$ cat config.mk
export PLATFORM = sky130hd
export DESIGN_NAME = ffra_mod
export DESIGN_NICKNAME = d
export VERILOG_FILES = /design/src/design/ffra_mod.sv
export SDC_FILE = /design/constraint.sdc
export NUM_CORES = 1
export LEC_CHECK = 0
export ABC_AREA = 1
export BUFFER_PORTS_ARGS = -buffer_cell sky130_fd_sc_hd__buf_2
export CELL_PAD_IN_SITES_DETAIL_PLACEMENT = 0
export CELL_PAD_IN_SITES_GLOBAL_PLACEMENT = 2
export CORE_ASPECT_RATIO = 1.2
export CORE_MARGIN = 4
export CORE_UTILIZATION = 31
export CTS_CLUSTER_SIZE = 24
export DETAILED_ROUTE_END_ITERATION = 7
export GPL_ROUTABILITY_DRIVEN = 0
export PLACE_DENSITY = 0.87
export SKIP_LAST_GASP = 1
export SLEW_MARGIN = 10
export SYNTH_ARGS = -nofsm -noshare
export SYNTH_HDL_FRONTEND = slang
export SYNTH_SLANG_ARGS = --single-unit
$ cat constraint.sdc
create_clock -name i_clk -period 2.25 [get_ports i_clk]
set_input_delay 0.225 -clock i_clk [delete_from_list [all_inputs] [get_ports i_clk]]
set_output_delay 0.225 -clock i_clk [all_outputs]
set_load 0.005 [all_outputs]
$ cat src/design/ffra_mod.sv
// radix-2 restoring remainder: 16-bit dividend modulo a narrow divisor,
// one quotient bit per cycle; depends on nothing outside this file
// used by first_fit_region_allocator to pick the eviction victim
module ffra_mod #(
    parameter int CW = 6
) (
    input  logic          i_clk,
    input  logic          i_rst_n,
    input  logic          i_start,
    input  logic [15:0]   i_dividend,
    input  logic [CW-1:0] i_divisor,
    output logic          o_done,
    output logic [CW-1:0] o_rem
);

    logic [15:0]   r_dvd;
    logic [CW-1:0] r_div;
    logic [CW-1:0] r_rem;
    logic [4:0]    r_left;
    logic          r_busy;
    logic          r_done;
    logic [CW:0]   w_trial;
    logic [CW:0]   w_sub;

    assign w_trial = {r_rem, r_dvd[15]};
    assign w_sub   = w_trial - {1'b0, r_div};

    always_ff @(posedge i_clk) begin
        if (!i_rst_n) begin
            r_busy <= 1'b0;
            r_done <= 1'b0;
        end else begin
            r_done <= 1'b0;
            if (i_start) begin
                r_busy <= 1'b1;
                r_dvd  <= i_dividend;
                r_div  <= i_divisor;
                r_rem  <= '0;
                r_left <= 5'd16;
            end else if (r_busy) begin
                r_dvd <= {r_dvd[14:0], 1'b0};
                // remainder stays below the divisor whenever the divisor is nonzero
                r_rem <= (w_trial >= {1'b0, r_div}) ? w_sub[CW-1:0] : w_trial[CW-1:0];
                r_left <= r_left - 5'd1;
                if (r_left == 5'd1) begin
                    r_busy <= 1'b0;
                    r_done <= 1'b1;
                end
            end
        end
    end

    assign o_done = r_done;
    assign o_rem  = r_rem;

endmodule

* Word level (Yosys, flattened, before mapping) *
Cells that the tools add are included.

word-level totals
  input bits = 25
  output and inout bits = 7
  logic and storage cells = 25
  bits in registers = 35

operators by class
  multiplexer cells = 9
  bitwise logic cells = 2
  reduce and logical (&&, ||, !) cells = 4
  order comparisons = 1
  eq/ne operators = 1
  add/subtract/negate cells = 2

operator list
  cell                 number
  $mux 16              2
  $mux 6               2
  $ge 7x6->1           1
  $sub 6x6->6          1
  $eq 5x1->1 const B   1
  $mux 5               1
  $sub 5x1->5 const B  1
  $mux 1               4
  $reduce_and 2->1     2
  $reduce_or 3->1      1
  $not 1->1            2
  $reduce_bool 2->1    1

* Longest topological paths before layout *
  depth after elaboration = 4
  gate-level depth with buffers = 11

* Worst setup path after synthesis *
No wires, ideal clock.

  path type = register to register
  from = reg r_busy
  to = reg r_rem[0], in the netlist o_rem[0] (enable)
  data required time = 1829 ps
  cell stages (with the launch flop) = 3
  data arrival time = 1723 ps
  library setup time = 421 ps
  path buffers = 0
  path slack = 106 ps
  cells stage by stage = dfxtp_1 inv_1 a21oi_1

between the ends
  longest elaborated chain between the ends = 2

RTL lines
  item                         line  RTL
  start: declaration           20    logic r_busy;
  start signal: assignment     30    r_busy <= 1'b0;
  start signal: assignment     35    r_busy <= 1'b1;
  start signal: assignment     46    r_busy <= 1'b0;
  $reduce_bool 2->1 (no line)  --
  $reduce_and 2->1 (no line)   --
  end signal: assignment       43    r_rem <= (w_trial >= {1'b0, r_div}) ? w_sub[CW-1:0] : w_trial[CW-1:0];
  end: declaration             18    logic [CW-1:0] r_rem;

No other way between the ends.
A chain may end at the register's enable or synchronous reset.

* Worst setup path in the final report *
  from = reg r_rem[3], in the netlist o_rem[3]
  to = reg r_rem[1], in the netlist o_rem[1], data pin

between the ends
  longest elaborated chain between the ends = 3

RTL lines
  item        line  RTL
  $ge 7x6->1  43
  $mux 6      43
  $mux 6      40    end else if (r_busy) begin

No other way between the ends. The select of a mux whose other input is x is not followed.

==> out/results.tsv <==
metric	value	unit
leakage	1.05	nW
drt-pass1-iter-count	4	
synthesis.area	0.00184	sq mm
skew	0.00679	ns
antenna_left	0	
cts.clk_slew.worst_paths	0.07	ns
max_cap_violations	0	
cp-start-kind	flip-flop	
vias_per_cell	4.11	
tns	0	ns
cp_max_fo	11	
slew_viol_final	0	
synthDistinctLibCells	25	
reg2reg_depth	7	
synth_edf_count	33	
drc	0	
synth_area_leaders	edfxtp_1 54%, nand2_1 14%, ha_1 6.1%	
drive_gt1_share	25.3	%
placed_cells	305	
place.detailed.hpwl	2.45	mm
rsz0062_at_grt	no	
async_flop_share	0	%
numPortBuffers	31	
hold_viol	0	
yosysWarnings	0	
clock_latency	0.28	ns
cts_tree	done	
p_per_area	735	mW/mm^2
ys_top_cells_by_count	68 x nand2_1, 33 x edfxtp_1, 27 x inv_1, 14 x nor2_1, 9 x ha_1	
synthCells	196	
clockBufferDepth	2	
worstReg2RegStart	o_rem[3]	
peakVddDrop	0.338	mV
fp.dieW	78.4	um
ys_seq_elements	35	
finalWirelength	3.35	mm
max_slew_margin	75.1	%
stdcell_count	313	
cp-endpoint	o_rem[1]	
worst_slew_pin_slew	0.373	ns
post-route-min-period	1.89	ns
core_area	0.00571	sq mm
areaGrowthSynthToFinish	19.4	%
ios	32	
critPathRequiredTime	2.29	ns
outcome	finished clean	
fin_ws	0.359	ns
avgSynthCellArea	9.41	sq um
critPathKind	flip-flop to flip-flop	
startpoint	o_rem[3]	
post_cts_resized	0	
synth_flop_cell	edfxtp_1	
crit_arrival	1.93	ns
fin_crit_sh	84.0	%
yosys.area.top_type	edfxtp_1	
cts_root_buffer	clkbuf_8	
nNetsFinal	267	
grt_usage	9.78	%
synth.yosys.seq_area_share	55.9	%
fmax	529	MHz
setup_viol	0	
n_antenna_cell	0	
gr-total-overflow	0	
antenna_found_initial	0	
wl_per_cell	10.7	um
critPathCaptureType	flip-flop	
cts_buffers	5	
grt_max_degree	29	
holdCritPathClass	input pin to flip-flop	
synthesis.nets	231	
dieArea	0.00725	sq mm
grt_pass1_vias	1293	
cts_hold_buf	0	
cts.sinks	35	
r2r_setup_slack	0.36	ns
vias	1286	
place_ws	0.345	ns
synth_top_area_share	53.7	%
drt_iter0_markers	43	
yosys.cell_count.top_type	nand2_1	
h-tree-depth	2	
rows	30	
die_h	92.5	um
grt_pass1_wl	5.60	mm
post_cts_buffers	0	
r2r-end	o_rem[1]	
initial_core_util	32.3	%
-- sequential cells by signal, summed over array words and instances, names as in the netlist --
register and flops:
r_div 6, r_left 5, r_dvd 16, o_rem 6
r_busy 1, o_done 1
-- logic make-up (layout without fill, tap and decap cells) --
family / after synthesis / count (layout) / share of synthesized area (%)
compound gates: 5 / 5 / 1.56
xor+xnor: 3 / 3 / 1.42
fa+ha+maj: 10 / 10 / 7.19
buf+inv: 32 / 69 / 7.46
flops: 35 / 35 / 55.9
simple gates: 111 / 111 / 26.5
-- critical path, cell delays in order, from the launching register on --
cell	delay (ns)
edfxtp_1	0.42
ha_1	0.39
nand2_1	0.09
nand2_1	0.07
a21oi_2	0.16
nand3_2	0.26
nor2_1	0.20
nor2_2	0.05
-- cells in the final DEF, fill, tap and decap left out, types with 3 or more instances in the layout --
cell and instances:
nor2_2 6, inv_1 27, ha_1 9, edfxtp_1 33, buf_4 3, nand2_1 68
buf_2 31, nand3_1 7, clkbuf_8 5, nand2_2 6, nor2_1 14
-- where the power goes --
group          internal [mW]  total (mW)  switching, mW  leakage (nW)
sequential             0.771       0.792         0.0206         0.333
clock                  0.330       0.560          0.231        0.0581
combinational          0.106       0.266          0.160         0.661
-- through the flow --
step / cell area, sq um / hold slack (ns) / total power, mW / util [%]
final: 2200 / 0.114 / 1.62 / 38.6
after global routing: 2200 / 0.0950 / 1.72 / 38.6
after CTS: 2200 / 0.101 / 1.65 / 38.6
after detailed placement: 2090 / 0.406 / 1.08 / 36.6
after global placement: 2090 / 0.405 / 1.08 / 36.6
after floorplan: 1840 / 0.302 / 1.01 / -
-- worst min-delay path by stage --
stage | cells past startpoint | to | startpoint | slack [ns]
2_1_floorplan | 1 | o_done | i_start | 0.30
3_3_place_gp | 1 | r_div[3] | i_divisor[3] | 0.40
3_5_place_dp | 1 | r_div[2] | i_divisor[2] | 0.41
4_1_cts | 1 | r_div[2] | i_divisor[2] | 0.10
5_1_grt | 1 | r_div[2] | i_divisor[2] | 0.1
6_report | 1 | r_div[1] | i_divisor[1] | 0.11
-- per-layer routing --
layer / vias up / global-route usage (%) / share of wire [%]
met1: 567 / 10.8 / 44
li1: 690 / - / -
met2: 27 / 17.2 / 49
met3: 2 / 3.40 / 6.1
met5: - / 0 / 0
met4: 0 / 3.50 / 0.75
-- final cells by class --
class / count / area, sq um
well taps: 80 / 100
clock inverters: 3 / 43.8
clock buffers: 5 / 68.8
inverters: 27 / 101
fillers: 619 / 3500
repair buffers: 34 / 178
flip-flops and latches: 35 / 1030
multi-input cells: 129 / 679
(Power assumes the default switching activity.)
