## config.mk

```make
export PLATFORM = sky130hd
export DESIGN_NAME = ffra_cell
export DESIGN_NICKNAME = d
export VERILOG_FILES = /design/src/design/ffra_pkg.sv /design/src/design/ffra_cell.sv
export SDC_FILE = /design/constraint.sdc
export NUM_CORES = 1
export LEC_CHECK = 0
export BUFFER_PORTS_ARGS = -buffer_cell sky130_fd_sc_hd__buf_2
export CELL_PAD_IN_SITES_DETAIL_PLACEMENT = 0
export CELL_PAD_IN_SITES_GLOBAL_PLACEMENT = 1
export CORE_MARGIN = 2
export CORE_UTILIZATION = 33
export CTS_CLUSTER_DIAMETER = 30
export CTS_CLUSTER_SIZE = 12
export DETAILED_ROUTE_END_ITERATION = 16
export PLACE_DENSITY = 0.95
export SLEW_MARGIN = 20
export SYNTH_ARGS = -nofsm -noshare
export SYNTH_HDL_FRONTEND = slang
export SYNTH_SLANG_ARGS = --single-unit
```

## constraint.sdc

```tcl
create_clock -name i_clk -period 5.4 [get_ports i_clk]
set_input_delay 0 -clock i_clk [delete_from_list [all_inputs] [get_ports i_clk]]
set_output_delay 0 -clock i_clk [all_outputs]
set_load 0.02 [all_outputs]
```

## src/design/ffra_pkg.sv

```systemverilog
// shared types and constants for the first-fit region allocator
// no dependencies; used by ffra_cell and first_fit_region_allocator
package ffra_pkg;

    localparam int DEF_MAX_REGIONS  = 32;
    localparam int DEF_EVICT_ROUNDS = 5;
    localparam int POS_W            = 8;

    localparam logic [15:0] TOTAL_RESET = 16'd16384;
    localparam logic [15:0] LFSR_RESET  = 16'h0001;
    localparam logic [15:0] LFSR_TAPS   = 16'hB400;

    localparam logic [2:0] KIND_EVICTED   = 3'd0;
    localparam logic [2:0] KIND_ALLOCATED = 3'd1;
    localparam logic [2:0] KIND_RESIDENT  = 3'd2;
    localparam logic [2:0] KIND_FAILED    = 3'd3;
    localparam logic [2:0] KIND_FREED     = 3'd4;
    localparam logic [2:0] KIND_NOT_FOUND = 3'd5;

    localparam logic OP_ALLOC = 1'b0;
    localparam logic OP_FREE  = 1'b1;

    typedef struct packed {
        logic [7:0]  id;
        logic [15:0] start;
        logic [15:0] stop;
    } t_entry;

    typedef enum logic [1:0] {
        CELL_HOLD,
        CELL_INSERT,
        CELL_REMOVE
    } t_cell_op;

    typedef struct packed {
        t_cell_op           op;
        logic [POS_W-1:0]   pos;
    } t_cell_cmd;

endpackage

```

## src/design/ffra_cell.sv

```systemverilog
// one slot of the region table: holds an entry, shifts with its neighbors
// on insert/remove and registers its own id match and gap fit flags
// depends on ffra_pkg
module ffra_cell #(
    parameter int IDX = 0,
    parameter int CW  = 6
) (
    input  logic                i_clk,
    input  ffra_pkg::t_cell_cmd i_cmd,
    input  ffra_pkg::t_entry    i_new,
    input  ffra_pkg::t_entry    i_left,
    input  ffra_pkg::t_entry    i_right,
    input  logic [CW-1:0]       i_count,
    input  logic [7:0]          i_req_id,
    input  logic [15:0]         i_req_size,
    input  logic [15:0]         i_total,
    output ffra_pkg::t_entry    o_entry,
    output logic                o_match,
    output logic                o_fit
);

    localparam logic [ffra_pkg::POS_W-1:0] MY_POS = ffra_pkg::POS_W'(IDX);
    localparam logic [CW:0]                MY_IDX = (CW+1)'(IDX);

    ffra_pkg::t_entry r_entry;
    logic             r_match;
    logic             r_fit;
    logic             w_valid;
    logic             w_last;
    logic [15:0]      w_limit;

    assign w_valid = MY_IDX < {1'b0, i_count};
    assign w_last  = (MY_IDX + (CW+1)'(1)) == {1'b0, i_count};
    // space after this region runs to the next start, or to the top for the last one
    assign w_limit = w_last ? i_total : i_right.start;

    always_ff @(posedge i_clk) begin
        case (i_cmd.op)
            ffra_pkg::CELL_INSERT: begin
                if (i_cmd.pos == MY_POS) begin
                    r_entry <= i_new;
                end else if (i_cmd.pos < MY_POS) begin
                    r_entry <= i_left;
                end
            end
            ffra_pkg::CELL_REMOVE: begin
                if (i_cmd.pos <= MY_POS) begin
                    r_entry <= i_right;
                end
            end
            default: begin
            end
        endcase
        r_match <= w_valid && (r_entry.id == i_req_id);
        r_fit   <= w_valid && (w_limit >= r_entry.stop)
                   && ((w_limit - r_entry.stop) >= i_req_size);
    end

    assign o_entry = r_entry;
    assign o_match = r_match;
    assign o_fit   = r_fit;

endmodule

```

* Word-level counts from Yosys, hierarchy flattened
Cells that the tools add are included.
Storage, ports and cells: register bits 42, latch bits 0, bits in writable memories 0, memory bits (read-only) 0, input bits 177, memories 0
Operators by class: add/subtract/negate cells 1, multipliers 0, div/mod/pow operators 0, $lt $le $gt $ge 5, equal/unequal tests 6, shift operators 0, muxes and demuxes 5, bitwise logic cells 0, reductions and logical operators 6
Operator list (number):
- $mux 40 | 3
- $pmux 40 s2 | 1
- $ge 16x16->1 | 2
- $mux 16 | 1
- $sub 16x16->16 | 1
- $eq 8x8->1 | 1
- $le 8x1->1 const B | 1
- $logic_not 8->1 | 1
- $lt 8x1->1 const B | 1
- $eq 1x6->1 const A | 1
- $lt 1x6->1 const A | 1
- $logic_and 1x1->1 | 3
- $ne 3x3->1 const B | 1
- $reduce_and 3->1 | 1
- $eq 2x1->1 const B | 1
- $eq 2x2->1 const B | 1
- $ne 2x2->1 const B | 1
- $reduce_bool 2->1 | 1

* Logic depth before layout (Yosys ltp)
word-level depth 5, depth in mapped cells 19, depth with buffers taken out 18

* Least setup slack after synthesis
OpenSTA, ideal clock, no wires.
path type input port to flip-flop, start point in i_count[5], end point reg r_fit (netlist: o_fit), arrival time 3257 ps, path slack 2015 ps, stages on the path 17, path buffers 1, path through or4_4 -> nor2_4 -> nand2_4 -> buf_12 -> mux2_4 -> ha_1 -> o211ai_1 -> a21oi_1 -> o21ai_0 -> and2_1 -> o311ai_1 -> ha_1 -> a21o_1 -> a21o_1 -> a21oi_1 -> o31a_1 -> a211oi_1
Between the ends: word-level cells in the longest chain between the ends 5, elaborated cells between the ends (all ways) 8, those cells by class 1 x add/sub; 3 x order compare; 1 x eq/ne; 1 x mux; 2 x reduce/logical
RTL lines:
- start: declaration | RTL line ffra_cell.sv:13 | input logic [CW-1:0] i_count,
- $eq 1x6->1 | RTL line ffra_cell.sv:33 | assign w_last = (MY_IDX + (CW+1)'(1)) == {1'b0, i_count};
- $mux 16 | RTL line ffra_cell.sv:35 | assign w_limit = w_last ? i_total : i_right.start;
- $sub 16x16->16 / $ge 16x16->1 (equally long branches) | RTL line ffra_cell.sv:56, ffra_cell.sv:55
- $ge 16x16->1 / $logic_and 1x1->1 (equally long branches) | RTL line ffra_cell.sv:56, ffra_cell.sv:55
- $logic_and 1x1->1 (*) | RTL line ffra_cell.sv:56 | && ((w_limit - r_entry.stop) >= i_req_size);
- end signal: assignment | RTL line ffra_cell.sv:55 | r_fit <= w_valid && (w_limit >= r_entry.stop)
- end: declaration | RTL line ffra_cell.sv:27 | logic r_fit;
Every way passes the cells marked *; elsewhere a longest branch is shown, timed or not. A chain may end at the register's enable or synchronous reset.

* Worst setup path after layout
Same ends and word-level chain as after synthesis.

==> flow_summary.toml <==
[outcome]
status = "finished clean"

[clock_network]
root_buffer = "clkbuf_8"
path_clk_slew_ns = 0.08
post_cts_resized = 0
cts_max_path_buffers = 2
h-tree-depth = 2
cts_tree = "yes"
clock_latency_ns = 0.29
cts_buffers = 5
cts.sinks = 42

[global_route]
grt_overflow = 0
grtUsageTotal_pct = 17.4
grt_max_degree = 41
antenna_found_initial = 0
grt_pass1_wl_um = 15400
grt_pass1_vias = 3308

[routing]
first_pass_iters = 4
ant_nets = 0
drc = 0
wl_um = 9600
viasPerCell = 4.75
wl_per_cell_um = 14.7
drt_iter0_drc = 142
route.vias.total = 3108

[timing]
finalCriticalPeriod_ns = 3.67
tns_ns = 0
finalHoldViolations = 0
rsz0062_at_grt = "no"
setup_violations = 0
max_slew_margin_pct = 28.0
worstMarginPinSlew_ns = 1.08
finalCritPeriodShare_pct = 67.9
clock.fmax_ghz = 0.273
fin_skew_ns = 0.00215
drv_slew = 0

[logic_synthesis]
postSynth.asyncResetShare_pct = 0
synth_edf_count = 40
netlist_instances = 314
ys_ff_latch = 42
netlist_area_mm2 = 0.00337
synth-seq-area-share_pct = 36.8
synthesis.nets = 524
synth_top_area_share_pct = 35.6
yosys.area.top_type = "edfxtp_1"
synth-main-ff-cell = "edfxtp_1"
post_synth_num_cell_types = 41
synth_common_cells = "mux2_2 (46), edfxtp_1 (40), inv_1 (36)"
yosys_warnings = 0
avgSynthCellArea_um2 = 10.7
synthTopCellsByArea = "edfxtp_1 (36%), mux2_2 (15%), ha_1 (12%), inv_1 (4.0%), mux2_4 (4.0%)"
synth.most_common_cell = "mux2_2"

[floorplan]
coreArea_mm2 = 0.00986
fp.dieW_um = 105
die_y_um = 105
initial_core_util_pct = 34.2
die_area_mm2 = 0.0110
io_pins = 219
rows = 36

[placement]
routabilityCongestion = 0.878
postPlaceCellArea_mm2 = 0.00440
portBuffers = 178
dp_hpwl_um = 7560

[worst_hold_path]
worstHoldPathType = "in2reg"

[layout]
n_fill_cell = 925
nets = 730
synthToLayoutAreaGrowth_pct = 41.8
antenna_cells = 0
drive_gt1_share_pct = 47.6
fin_area_mm2 = 0.00478

[job]
cap_violations = 0

[critical_path]
path_class = "in2reg"
worst_setup_path_start_kind = "input pin"
crit_fanout = 16
critPathArrivalTime_ns = 3.87
endpoint_kind = "flop"
worstPathRequired_ns = 5.61

[pwr]
ir_drop_uv = 160
powerDensity_mw_per_mm2 = 172
p_leak_nw = 2.26
==> final cells by class <==
class	count	area, um^2	area share, %
Clock buffer	8	110	2.30
Inverter	36	135	2.83
Multi-Input combinational cell	230	1960	41.1
Sequential cell	42	1240	26.0
Tap cell	133	166	3.48
Timing Repair Buffer	205	1160	24.3
==> path summary, 6_finish.rpt <==
check	start	end	slack, ns	depth (start not counted)
worst max-delay path	i_count[5]	o_fit	1.73	18
worst min-delay path	i_new[16]	o_entry[16]	0.009	2
worst max register to register	o_entry[0]	o_fit	2.28	13
worst min register to register	o_entry[36]	o_match	0.57	3
==> layer usage <==
layer	track usage (%)	vias to the layer above	part of all wire (%)
li1	-	1567	-
met1	20.2	1413	40
met2	31.8	113	53
met3	3.37	15	5.5
met4	5.81	0	2.1
met5	0	-	0
==> worst max-delay path, cell delays in order <==
cell and delay, ns:
buf_2 0.10, or4_4 0.55, nor2_4 0.12, nand2_4 0.20, mux2i_1 0.23, ha_1 0.21, inv_1 0.07, fa_1 0.40
nand3_1 0.13, a21oi_1 0.12, o31ai_1 0.30, o311ai_0 0.22, ha_1 0.35, nand2_1 0.05, o21ai_0 0.23, a211oi_1 0.10
o31a_1 0.31, a211oi_1 0.19
==> what timing repair did <==
| item | CTS | global route |
|---|---|---|
| buffers inserted | 0 | 0 |
| hold buffers | 25 | 2 |
| endpoints found under the hold margin | 19 | 2 |
==> state kept, by name (all words and copies together), names as in the netlist <==
register	flops
o_fit	1
o_entry	40
o_match	1
==> cells in the final DEF, fill, tap and decap left out, drive strengths merged, types with 5 or more instances in the layout <==
master	n
nor3	6
nand2	12
o21ai	11
nor2	17
inv	36
xnor2	14
mux2	55
buf	178
ha	32
dlygate4sd3	27
nand3	5
xor2	5
clkbuf	8
a211oi	5
nand4	7
edfxtp	40
a21o	5
a21oi	22
==> cells by family (layout without fill, tap and decap cells) <==
group                      after synthesis  after routing  synth area share (%)
and+or+nand+nor                         63             63                  9.84
AOI/OAI and AO/OA                       58             58                  10.8
muxes                                   57             57                  20.0
DFF                                     42             42                  36.8
buffers and inverters                   42            249                  5.16
adders and majority gates               33             33                  12.5
xor gates and xnor gates                19             19                  4.94
==> where the power goes <==
part / leakage, nW / internal [W] / total, W / switching [W]
clock network: 0.0575 / 0.000129 / 0.000240 / 0.000111
registers: 0.376 / 0.000360 / 0.000360 / 0.000000410
logic: 1.83 / 0.000125 / 0.000223 / 0.0000971
==> per-stage QoR <==
stage          power (W)  hold WS [ns]  cells  utilization, %  setup slack [ns]
3_5_place_dp    0.000572         0.305    619            44.6              1.42
3_3_place_gp    0.000565         0.302    619            44.6              1.52
2_1_floorplan   0.000493         0.192    314               -              2.01
6_report        0.000823       0.00863    654            48.4              1.73
4_1_cts         0.000828      0.000387    652            48.2              1.73
5_1_grt         0.000866       0.00118    654            48.4              1.45
Power figures use the tool's default switching activity.
